==> src/rtl/core/tasrr_pkg.sv <==
`timescale 1ns / 1ps
// ----------------------------------------------------------------------------
// tasrr_pkg
// Shared types and constants for the three-axis step rate ramp.
// ----------------------------------------------------------------------------
package tasrr_pkg;

   localparam int NUM_AXES = 3;
   localparam int AXIS_W   = 2;
   localparam int RATE_W   = 18;
   localparam int STEP_W   = 17;
   localparam int IVL_W    = 20;
   localparam int TIME_W   = 32;
   localparam int DCNT_W   = 5;

   localparam logic [IVL_W-1:0]  ONE_SECOND_US = 20'd1000000;
   localparam logic [DCNT_W-1:0] DIV_LAST      = 5'd19;

   localparam logic OP_TICK = 1'b0;
   localparam logic OP_SET  = 1'b1;

   localparam logic [1:0] CSR_RAMP_PERIOD = 2'd0;
   localparam logic [1:0] CSR_SLOW_STEP   = 2'd1;
   localparam logic [1:0] CSR_FAST_STEP   = 2'd2;

   typedef enum logic [2:0] {
      ST_IDLE,
      ST_CHECK,
      ST_RAMP,
      ST_DIV,
      ST_NEXT,
      ST_PULSE,
      ST_RESP
   } state_type;

   typedef struct packed {
      logic do_set;
      logic do_tick;
      logic ramp_begin;
      logic ramp_axis;
      logic div_step;
      logic next_axis;
      logic ramp_end;
      logic pulse_eval;
   } cmd_type;

   typedef struct packed {
      logic ramp_due;
      logic mag_zero;
      logic div_last;
      logic last_axis;
   } status_type;

endpackage

==> src/rtl/core/tasrr_ctrl.sv <==
`timescale 1ns / 1ps
// ----------------------------------------------------------------------------
// tasrr_ctrl
// Sequencer for tick and set-target items: ramp, divide, pulse, respond.
// ----------------------------------------------------------------------------
module tasrr_ctrl
   import tasrr_pkg::*;
(
   input  logic       clock,
   input  logic       reset,
   input  logic       req_valid,
   input  logic       req_operation,
   output logic       req_ready,
   output logic       rsp_valid,
   input  logic       rsp_ready,
   input  status_type status,
   output cmd_type    cmd
);

   state_type state_ff, state_in;

   always_ff @(posedge clock) begin
      if (reset) begin
         state_ff <= ST_IDLE;
      end else begin
         state_ff <= state_in;
      end
   end

   always_comb begin
      state_in  = state_ff;
      cmd       = '0;
      req_ready = 1'b0;
      rsp_valid = 1'b0;
      case (state_ff)
         ST_IDLE: begin
            req_ready = 1'b1;
            if (req_valid) begin
               if (req_operation == OP_SET) begin
                  cmd.do_set = 1'b1;
                  state_in   = ST_RESP;
               end else begin
                  cmd.do_tick = 1'b1;
                  state_in    = ST_CHECK;
               end
            end
         end
         ST_CHECK: begin
            if (status.ramp_due) begin
               cmd.ramp_begin = 1'b1;
               state_in       = ST_RAMP;
            end else begin
               state_in = ST_PULSE;
            end
         end
         ST_RAMP: begin
            cmd.ramp_axis = 1'b1;
            state_in      = status.mag_zero ? ST_NEXT : ST_DIV;
         end
         ST_DIV: begin
            cmd.div_step = 1'b1;
            if (status.div_last) begin
               state_in = ST_NEXT;
            end
         end
         ST_NEXT: begin
            if (status.last_axis) begin
               cmd.ramp_end = 1'b1;
               state_in     = ST_PULSE;
            end else begin
               cmd.next_axis = 1'b1;
               state_in      = ST_RAMP;
            end
         end
         ST_PULSE: begin
            cmd.pulse_eval = 1'b1;
            state_in       = ST_RESP;
         end
         ST_RESP: begin
            rsp_valid = 1'b1;
            if (rsp_ready) begin
               state_in = ST_IDLE;
            end
         end
         default: begin
            state_in = ST_IDLE;
         end
      endcase
   end

endmodule

==> src/rtl/core/tasrr_datapath.sv <==
`timescale 1ns / 1ps
// ----------------------------------------------------------------------------
// tasrr_datapath
// Axis state, time base, ramp arithmetic, shared interval divider.
// ----------------------------------------------------------------------------
module tasrr_datapath
   import tasrr_pkg::*;
(
   input  logic                     clock,
   input  logic                     reset,
   input  cmd_type                  cmd,
   output status_type               status,
   input  logic                     csr_we,
   input  logic [1:0]               csr_index,
   input  logic [STEP_W-1:0]        csr_wdata,
   input  logic [AXIS_W-1:0]        req_axis,
   input  logic signed [RATE_W-1:0] req_target_rate,
   input  logic                     req_slow_mode,
   input  logic                     req_start_req,
   output logic [NUM_AXES-1:0]      rsp_step_pulses,
   output logic [NUM_AXES-1:0]      rsp_directions,
   output logic                     rsp_moving
);

   logic [15:0]       ramp_period_ff;
   logic [STEP_W-1:0] slow_step_ff, fast_step_ff;

   logic signed [RATE_W-1:0] target_ff [NUM_AXES];
   logic signed [RATE_W-1:0] current_ff [NUM_AXES];
   logic [IVL_W-1:0]         interval_ff [NUM_AXES];
   logic [TIME_W-1:0]        last_step_ff [NUM_AXES];
   logic [TIME_W-1:0]        now_ff, last_ramp_ff;
   logic [NUM_AXES-1:0]      dir_ff, pulses_ff;
   logic                     slow_ff, moving_ff, all_zero_ff;
   logic [AXIS_W-1:0]        axis_ff;

   logic [RATE_W:0]   rem_ff;
   logic [IVL_W-1:0]  dvd_ff, quot_ff;
   logic [RATE_W-1:0] divisor_ff;
   logic [DCNT_W-1:0] dcnt_ff;

   logic signed [RATE_W:0]   cur_x, tgt_x, step_x, sum_x;
   logic signed [RATE_W-1:0] cur_new;
   logic [RATE_W-1:0]        mag;
   logic [RATE_W:0]          rem_sh;
   logic                     q_bit;
   logic [IVL_W-1:0]         quot_in;
   logic [NUM_AXES-1:0]      fire;

   // Ramp move of the selected axis toward its target, clamped at the target.
   always_comb begin
      cur_x  = {current_ff[axis_ff][RATE_W-1], current_ff[axis_ff]};
      tgt_x  = {target_ff[axis_ff][RATE_W-1], target_ff[axis_ff]};
      step_x = {2'b00, (slow_ff ? slow_step_ff : fast_step_ff)};
      sum_x  = cur_x;
      if (cur_x < tgt_x) begin
         sum_x = cur_x + step_x;
         if (sum_x > tgt_x) sum_x = tgt_x;
      end else if (cur_x > tgt_x) begin
         sum_x = cur_x - step_x;
         if (sum_x < tgt_x) sum_x = tgt_x;
      end
      cur_new = sum_x[RATE_W-1:0];
      mag     = cur_new[RATE_W-1] ? (~cur_new + 1'b1) : cur_new;
   end

   // One restoring division step per cycle.
   always_comb begin
      rem_sh  = {rem_ff[RATE_W-1:0], dvd_ff[IVL_W-1]};
      q_bit   = (rem_sh >= {1'b0, divisor_ff});
      quot_in = {quot_ff[IVL_W-2:0], q_bit};
   end

   always_comb begin
      for (int a = 0; a < NUM_AXES; a++) begin
         fire[a] = moving_ff && (interval_ff[a] != '0) &&
                   ((now_ff - last_step_ff[a]) >= {12'd0, interval_ff[a]});
      end
   end

   always_comb begin
      status.ramp_due  = (now_ff - last_ramp_ff) >= {16'd0, ramp_period_ff};
      status.mag_zero  = (mag == '0);
      status.div_last  = (dcnt_ff == DIV_LAST);
      status.last_axis = (axis_ff == AXIS_W'(NUM_AXES - 1));
   end

   always_ff @(posedge clock) begin
      if (reset) begin
         ramp_period_ff <= 16'd10000;
         slow_step_ff   <= 17'd40;
         fast_step_ff   <= 17'd10000;
         now_ff         <= '0;
         last_ramp_ff   <= '0;
         dir_ff         <= '0;
         pulses_ff      <= '0;
         slow_ff        <= 1'b0;
         moving_ff      <= 1'b0;
         all_zero_ff    <= 1'b1;
         axis_ff        <= '0;
         for (int a = 0; a < NUM_AXES; a++) begin
            target_ff[a]    <= '0;
            current_ff[a]   <= '0;
            interval_ff[a]  <= '0;
            last_step_ff[a] <= '0;
         end
      end else begin
         if (csr_we) begin
            case (csr_index)
               CSR_RAMP_PERIOD: ramp_period_ff <= csr_wdata[15:0];
               CSR_SLOW_STEP:   slow_step_ff   <= csr_wdata;
               CSR_FAST_STEP:   fast_step_ff   <= csr_wdata;
               default: ;
            endcase
         end
         if (cmd.do_set) begin
            pulses_ff <= '0;
            if (req_axis < AXIS_W'(NUM_AXES)) begin
               target_ff[req_axis] <= req_target_rate;
               slow_ff             <= req_slow_mode;
               if (req_start_req) moving_ff <= 1'b1;
            end
         end
         if (cmd.do_tick) begin
            now_ff <= now_ff + 1'b1;
         end
         if (cmd.ramp_begin) begin
            last_ramp_ff <= now_ff;
            axis_ff      <= '0;
            all_zero_ff  <= 1'b1;
         end
         if (cmd.ramp_axis) begin
            current_ff[axis_ff] <= cur_new;
            if (cur_new != '0) begin
               dir_ff[axis_ff] <= ~cur_new[RATE_W-1];
            end else begin
               interval_ff[axis_ff] <= '0;
            end
            if (cur_new != '0 || target_ff[axis_ff] != '0) all_zero_ff <= 1'b0;
            rem_ff     <= '0;
            dvd_ff     <= ONE_SECOND_US;
            quot_ff    <= '0;
            divisor_ff <= mag;
            dcnt_ff    <= '0;
         end
         if (cmd.div_step) begin
            rem_ff  <= q_bit ? (rem_sh - {1'b0, divisor_ff}) : rem_sh;
            dvd_ff  <= {dvd_ff[IVL_W-2:0], 1'b0};
            quot_ff <= quot_in;
            dcnt_ff <= dcnt_ff + 1'b1;
            if (dcnt_ff == DIV_LAST) interval_ff[axis_ff] <= quot_in;
         end
         if (cmd.next_axis) begin
            axis_ff <= axis_ff + 1'b1;
         end
         if (cmd.ramp_end && all_zero_ff) begin
            moving_ff <= 1'b0;
         end
         if (cmd.pulse_eval) begin
            pulses_ff <= fire;
            for (int a = 0; a < NUM_AXES; a++) begin
               if (fire[a]) last_step_ff[a] <= now_ff;
            end
         end
      end
   end

   assign rsp_step_pulses = pulses_ff;
   assign rsp_directions  = dir_ff;
   assign rsp_moving      = moving_ff;

endmodule

==> src/rtl/core/three_axis_step_rate_ramp.sv <==
`timescale 1ns / 1ps
// A set-target item offers its result in the cycle after the transfer.
// A tick passes through the check, pulse and respond states; on a ramp update each
// axis adds the ramp and next states, plus the shared 20-step divider if its rate
// is nonzero. One item is in flight at a time. Synchronous active-high reset restores
// the register defaults and clears all rates, timers and flags.
// ----------------------------------------------------------------------------
// three_axis_step_rate_ramp
// Velocity ramp and step pulse generator for three stepper axes.
// ----------------------------------------------------------------------------
module three_axis_step_rate_ramp
   import tasrr_pkg::*;
(
   input  logic                     clock,
   input  logic                     reset,
   input  logic                     req_valid,
   output logic                     req_ready,
   input  logic                     req_operation,
   input  logic [1:0]               req_axis,
   input  logic signed [17:0]       req_target_rate,
   input  logic                     req_slow_mode,
   input  logic                     req_start_req,
   output logic                     rsp_valid,
   input  logic                     rsp_ready,
   output logic [2:0]               rsp_step_pulses,
   output logic [2:0]               rsp_directions,
   output logic                     rsp_moving,
   input  logic                     csr_we,
   input  logic [1:0]               csr_index,
   input  logic [16:0]              csr_wdata
);

   cmd_type    cmd;
   status_type status;

   tasrr_ctrl u_ctrl (
      .clock         (clock),
      .reset         (reset),
      .req_valid     (req_valid),
      .req_operation (req_operation),
      .req_ready     (req_ready),
      .rsp_valid     (rsp_valid),
      .rsp_ready     (rsp_ready),
      .status        (status),
      .cmd           (cmd)
   );

   tasrr_datapath u_datapath (
      .clock           (clock),
      .reset           (reset),
      .cmd             (cmd),
      .status          (status),
      .csr_we          (csr_we),
      .csr_index       (csr_index),
      .csr_wdata       (csr_wdata),
      .req_axis        (req_axis),
      .req_target_rate (req_target_rate),
      .req_slow_mode   (req_slow_mode),
      .req_start_req   (req_start_req),
      .rsp_step_pulses (rsp_step_pulses),
      .rsp_directions  (rsp_directions),
      .rsp_moving      (rsp_moving)
   );

endmodule

==> config.mk <==
export PLATFORM = sky130hd
export DESIGN_NAME = three_axis_step_rate_ramp
export DESIGN_NICKNAME = d
export VERILOG_FILES = /design/src/rtl/core/tasrr_pkg.sv /design/src/rtl/core/tasrr_ctrl.sv /design/src/rtl/core/tasrr_datapath.sv /design/src/rtl/core/three_axis_step_rate_ramp.sv
export SDC_FILE = /design/constraint.sdc
export NUM_CORES = 1
export LEC_CHECK = 0
export BUFFER_PORTS_ARGS = -buffer_cell sky130_fd_sc_hd__buf_2
export CAP_MARGIN = 20
export CORE_ASPECT_RATIO = 0.9
export CORE_UTILIZATION = 40
export CTS_BUF_LIST = sky130_fd_sc_hd__clkbuf_4
export CTS_CLUSTER_SIZE = 10
export DETAILED_ROUTE_END_ITERATION = 7
export SLEW_MARGIN = 20
export SYNTH_ARGS = -nofsm -noshare
export SYNTH_HDL_FRONTEND = slang
export SYNTH_HIERARCHICAL = 1
export SYNTH_SLANG_ARGS = --single-unit
==> constraint.sdc <==
create_clock -name clock -period 12.3 [get_ports clock]
set_clock_uncertainty 0.05 [all_clocks]
set_input_delay 1.845 -clock clock [delete_from_list [all_inputs] [get_ports clock]]
set_output_delay 1.845 -clock clock [all_outputs]
set_load 0.01 [all_outputs]
**Word-level counts from Yosys, hierarchy flattened**

Memory sizes are Yosys's and may differ from the RTL's. A register that Yosys moved wholly into a read port is not among the register bits.
Index checks and enable logic that the tools add are counted.

- Add/sub/neg operators: 11
- Reductions and logical operators: 33
- Order comparisons: 12
- Equality and inequality tests: 13
- Bitwise operators: 7
- Muxes and demuxes: 93

Operator list:

| cell | count |
|---|---|
| 18-bit 2-to-1 mux | 10 |
| 32-bit subtractor | 4 |
| 32-bit by 20-bit >= comparator with 1-bit output | 3 |
| 32-bit 2-to-1 mux | 3 |
| 20-bit 2-to-1 mux | 4 |
| 20-bit nonzero test | 3 |
| 1-bit 2-to-1 mux | 47 |
| 19-bit 2-to-1 mux | 2 |
| 18-bit nonzero test | 2 |
| 18-bit OR reduction | 2 |
| 32-bit by 1-bit adder with 32-bit output (second input constant) | 1 |
| 32-bit by 16-bit >= comparator with 1-bit output | 1 |
| 3-bit 2-to-1 mux | 9 |
| 2-bit 2-to-1 mux | 12 |
| 3-bit one-hot mux with 7 select lines | 1 |
| 20-bit OR reduction | 1 |
| 18-bit by 18-bit adder with 19-bit output | 1 |
| 19-bit by 18-bit >= comparator with 1-bit output | 1 |
| 19-bit by 18-bit > comparator with 1-bit output | 1 |
| 19-bit by 18-bit < comparator with 1-bit output | 1 |
| 18-bit by 18-bit subtractor with 19-bit output | 1 |
| 18-bit by 1-bit adder with 18-bit output (second input constant) | 1 |
| 18-bit > comparator | 1 |
| 18-bit zero test | 1 |
| other kinds (29) | 56 |

- Bits in registers: 202
- Memories kept: 4
- Memory bits (writable): 264
- Output and inout port bits: 9
- Word-level logic and storage cells: 191
- Input bits: 47

Memory list:

| memory | depth | bits a word | read ports | clocked after Yosys merged registers in | write ports | RTL line | text |
|---|---|---|---|---|---|---|---|
| u_datapath.last_step_ff | 3 | 32 | 3 | 0 | 3 | tasrr_datapath.sv:31 | `logic [TIME_W-1:0] last_step_ff [NUM_AXES];` |
| u_datapath.interval_ff | 3 | 20 | 3 | 0 | 3 | tasrr_datapath.sv:30 | `logic [IVL_W-1:0] interval_ff [NUM_AXES];` |
| u_datapath.current_ff | 3 | 18 | 1 | 1 | 3 | tasrr_datapath.sv:29 | `logic signed [RATE_W-1:0] current_ff [NUM_AXES];` |
| u_datapath.target_ff | 3 | 18 | 1 | 1 | 3 | tasrr_datapath.sv:28 | `logic signed [RATE_W-1:0] target_ff [NUM_AXES];` |

**Logic depth before layout (Yosys ltp)**

- Word-level depth: 14
- Mapped depth: 37
- Depth with buffers taken out: 33

**By module**

Netlist, hierarchy kept.

By module, submodules not included:

| module | seq. area each (µm²) | times used | area an instance (µm²) | cells an instance |
|---|---|---|---|---|
| tasrr_datapath | 13,773.2 | 1 | 33,763.6 | 3,488 |
| tasrr_ctrl | 60.1 | 1 | 362.8 | 45 |

**Worst setup path after synthesis**

OpenSTA, ideal clock, no wires.

- Path type: register to register
- Start: reg (tool-made name)
- End: reg u_ctrl.state_ff[0]
- Arrival: 8.386 ns
- Clock period less this slack: 8.506 ns
- Stages on the path, launching flop included: 34
- Buffers on the path: 5
- Required time: 12.180 ns
- Setup slack: 3.794 ns
- Setup time: 0.070 ns
- Cells stage by stage: dfxtp_1 buf_6 buf_1 buf_1 mux4_2 ha_1 inv_1 fa_1 nor2b_1 o31a_1 o41a_1 a311oi_1 o311ai_0 xnor2_1 ha_1 a21o_1 a2111oi_0 o21ai_0 a22o_1 clkbuf_1 mux2i_1 a22oi_1 ha_1 inv_1 nor3_1 a32oi_1 or4_4 buf_6 mux2_4 o2111ai_1 nor4_2 a2111oi_1 o311ai_1 a21oi_1

RTL lines:

| item | RTL line | text |
|---|---|---|
| end signal, assigned | tasrr_ctrl.sv:26 | `state_ff <= state_in;` |
| end, declared | tasrr_ctrl.sv:20 | `state_type state_ff, state_in;` |

==> flow_summary.rst <==
.. list-table::
   :header-rows: 1

   * - Metric
     - Value
   * - Power per Cell Area
     - 191.7 nW/µm²
   * - DRC
     - 0
   * - Total Routing Usage GR
     - 22.06%
   * - Hold_ws
     - 402.1 ps
   * - P_leak
     - 15.52 nW
   * - Clock-pin transition on the worst setup and hold timing paths
     - 60 ps
   * - Effective utilization at floorplan
     - 40.43%
   * - Half-perimeter wire length of the detailed placement result
     - 71.41 mm
   * - Total instance count after detailed placement
     - 4645
   * - Initial DRC count
     - 2200
   * - Gate Count Post-Synth
     - 3533
   * - Post-route minimum period
     - 9469 ps
   * - Setup repair after global routing missed its margin
     - no
   * - Number of global-route vias before repair
     - 25703
   * - H-tree depth
     - 4
   * - Final wirelength
     - 95.12 mm
   * - Post-CTS setup buffers
     - 0
   * - Total die area
     - 86490 µm²
   * - Area delta synth->final
     - 9.859%
   * - Layout cell share with drive strength beyond 1
     - 11.99%
   * - Kind of critical path
     - flip-flop to flip-flop
   * - Count of pins over their slew limit
     - 0
   * - Total congestion overflow after global routing
     - 0
   * - Async set-reset flop share out of synthesis
     - 0%
   * - Initial antenna violation count
     - 2
   * - Max Clock Freq
     - 0.1056 GHz
   * - Final worst slack
     - 2831 ps
   * - Max capacitance violation total
     - 0
   * - Count of hold-fix buffers inserted at cts
     - 0
   * - Share of the yosys chip area belonging to registers
     - 40.54%
   * - Library cells used by synthesis
     - 109
   * - Setup crit start kind
     - flip-flop
   * - Final hold vios
     - 0
   * - Global placer's final weighted congestion
     - 0.9811
   * - Worst Setup End Kind
     - flip-flop
   * - Worst Path Required
     - 12860 ps
   * - Portion of synthesized cell area occupied by the leading cell type
     - 32.91%
   * - Share of the clock period used by the worst path after layout
     - 76.99%
   * - Mapped Area
     - 34130 µm²
   * - DR pass1 iterations
     - 5
   * - Yosys top cell by area
     - sky130_fd_sc_hd__edfxtp_1
   * - Pin count of the biggest net entering global routing
     - 71
   * - EDFF count, synth
     - 374
   * - Worst Path Max Fanout
     - 25
   * - Number of flip-flops and latches in the synthesized netlist
     - 504
   * - Arrival time at the worst endpoint
     - 10030 ps
   * - Worst supply voltage drop on vdd
     - 0.1784 mV
   * - TritonCTS clock tree
     - built
   * - Most frequent cells in the layout
     - 374 x sky130_fd_sc_hd__edfxtp_1, 337 x sky130_fd_sc_hd__inv_1, 314 x sky130_fd_sc_hd__ha_1
   * - Maximum buffer depth of the clock tree
     - 3
   * - Worst min-delay path category
     - flip-flop to flip-flop
   * - Outcome
     - finished clean
   * - Prevailing post-synth register cell
     - sky130_fd_sc_hd__edfxtp_1
   * - Final Non-Filler Cells
     - 4891
   * - Final setup violation count
     - 0
   * - Core region area
     - 84420 µm²
   * - Horizontal extent of the die
     - 309.9 µm
   * - Later-pin clock latency in the skew report
     - 1020 ps
   * - Detailed-route wire length per cell
     - 19.45 µm
   * - Number of nets in the final layout
     - 4020
   * - Most common cell after layout, fill and taps aside
     - sky130_fd_sc_hd__edfxtp_1
   * - Avg Cell Area, Syn
     - 9.659 µm²
   * - Root buffer selected by CTS
     - sky130_fd_sc_hd__clkbuf_4
   * - Post-cts gate resize count
     - 0
   * - Worst-case headroom to the max-slew limit
     - 21.94%
   * - Num ports
     - 56
   * - Number of buffers inserted during clock tree synthesis
     - 138
   * - Largest cells by area after synthesis
     - sky130_fd_sc_hd__edfxtp_1 33%, sky130_fd_sc_hd__ha_1 12%, sky130_fd_sc_hd__dfxtp_1 7.6%
   * - Number of nets still failing antenna checks after routing
     - 0
   * - Global-route wire length before repair
     - 147.9 mm
   * - Floorplan die height
     - 279.1 µm
   * - Worst-Margin Slew
     - 1160 ps
   * - Number of synthesis warnings
     - 6
   * - Count of buffers from port buffering
     - 55
   * - Overall via count from detail_route
     - 26942
   * - Via density per instance
     - 5.508
   * - Sinks on Clock Net
     - 504
   * - Setup TNS
     - 0 ps
   * - Worst slack at placement
     - 2948 ps
   * - Standard-cell row count
     - 101
[per-layer routing]
| metal | share of wire, % | vias to the layer above | GRT usage [%] |
|---|---|---|---|
| met5 | 0 | - | 0 |
| met4 | 2.6 | 0 | 7.654 |
| met3 | 5.7 | 141 | 3.772 |
| met1 | 47 | 12823 | 30.93 |
| met2 | 45 | 803 | 34.08 |
| li1 | - | 13175 | - |
[per-stage QoR]
stage	utilization, %	power [mW]	area [µm²]
floorplan	-	4.583	34190
global placement	42.31	5.621	35720
detailed placement	42.32	5.610	35720
CTS	44.38	7.168	37460
global route	44.41	7.641	37490
finish	44.41	7.187	37490
[synth_stat cells (all sizes together), types with 8 or more instances]
cell / count
nand3b: 19
inv: 338
and3: 90
ha: 314
and2: 99
a31o: 8
clkbuf: 118
o21a: 25
a311oi: 12
nand2: 237
a21o: 70
o21bai: 37
mux2i: 71
nor2: 291
a21boi: 20
buf: 15
a211o: 17
and4: 18
nand4: 45
o32ai: 8
dfxtp: 130
a31oi: 22
o21ai: 121
nand3: 53
nor2b: 40
or3: 20
o211ai: 23
o31ai: 11
nand2b: 73
a2111oi: 18
or2: 22
a221oi: 8
mux4: 36
or4: 8
o2111ai: 20
mux2: 25
xnor2: 95
nor3: 61
a21oi: 263
o311ai: 8
edfxtp: 374
xor2: 57
nor4: 44
a211oi: 37
[critical path, cell delays in order, from the launching register on]
cell and delay, ps:
sky130_fd_sc_hd__dfxtp_2 790, sky130_fd_sc_hd__buf_4 480, sky130_fd_sc_hd__mux4_2 650, sky130_fd_sc_hd__ha_1 530, sky130_fd_sc_hd__nor2b_1 120, sky130_fd_sc_hd__or3_1 350, sky130_fd_sc_hd__or4b_2 640, sky130_fd_sc_hd__o21a_1 210
sky130_fd_sc_hd__xnor2_1 270, sky130_fd_sc_hd__ha_1 290, sky130_fd_sc_hd__and2_0 170, sky130_fd_sc_hd__a221o_1 340, sky130_fd_sc_hd__a221o_1 460, sky130_fd_sc_hd__o31ai_2 570, sky130_fd_sc_hd__nand2_4 230, sky130_fd_sc_hd__a311oi_1 310
sky130_fd_sc_hd__and2_1 590, sky130_fd_sc_hd__inv_1 550, sky130_fd_sc_hd__nor4_2 500, sky130_fd_sc_hd__a21o_1 250, sky130_fd_sc_hd__a21o_1 680
[registers in the layout (all words and copies together) (netlist names), named ones only]
signal / count
u_ctrl/state_ff: 3
u_datapath/all_zero_ff: 1
u_datapath/axis_ff: 2
u_datapath/current_ff: 72
u_datapath/dcnt_ff: 5
u_datapath/divisor_ff: 18
u_datapath/dvd_ff: 14
u_datapath/fast_step_ff: 17
u_datapath/interval_ff: 60
u_datapath/last_ramp_ff: 32
u_datapath/last_step_ff: 96
u_datapath/now_ff: 32
u_datapath/quot_ff: 19
u_datapath/ramp_period_ff: 16
u_datapath/rem_ff: 18
u_datapath/rsp_directions: 3
u_datapath/rsp_moving: 1
u_datapath/rsp_step_pulses: 3
u_datapath/slow_ff: 1
u_datapath/slow_step_ff: 17
u_datapath/target_ff: 72
[cell type report]
cell class	instances	area, µm²
fill	8341	46930
multi-input combinational	2573	18630
sequential	504	13830
clock buffer	201	1509
tap	1133	1418
inverter	340	1276
timing repair buffer	95	581.8
clock inverter	41	232.7
antenna	4	10.01
[final timing paths]
check / startpoint / to / slack (ps) / cells past startpoint
max: flip-flop / u_datapath/interval_ff[2][1] / 2830 / 20
min reg2reg: u_datapath/fast_step_ff[14] / u_datapath/fast_step_ff[14] / 400 / 2
max reg2reg: flip-flop / u_datapath/interval_ff[2][1] / 2830 / 20
min: u_datapath/fast_step_ff[14] / u_datapath/fast_step_ff[14] / 400 / 2
[report_power, final]
part / internal, mW / leakage [nW] / total (mW) / switching [mW]
clock: 0.763 / 1.03 / 1.51 / 0.749
sequential: 2.05 / 4.78 / 2.13 / 0.0852
combinational: 1.22 / 9.70 / 3.54 / 2.32
total: 4.03 / 15.5 / 7.19 / 3.16
[kinds of logic after synthesis]
| logic type | Yosys count | share of synthesized area, % |
|---|---|---|
| XOR/XNOR | 152 | 3.901 |
| other | 1 | 0.01099 |
| multiplexers | 132 | 5.316 |
| AO/OA/AOI/OAI | 803 | 15.65 |
| AND/OR/NAND/NOR | 1147 | 17.36 |
| adder cells (fa/ha/maj) | 321 | 11.92 |
| buffers and inverters | 473 | 5.298 |
| flip-flops | 504 | 40.54 |
(Power assumes the default switching activity.)
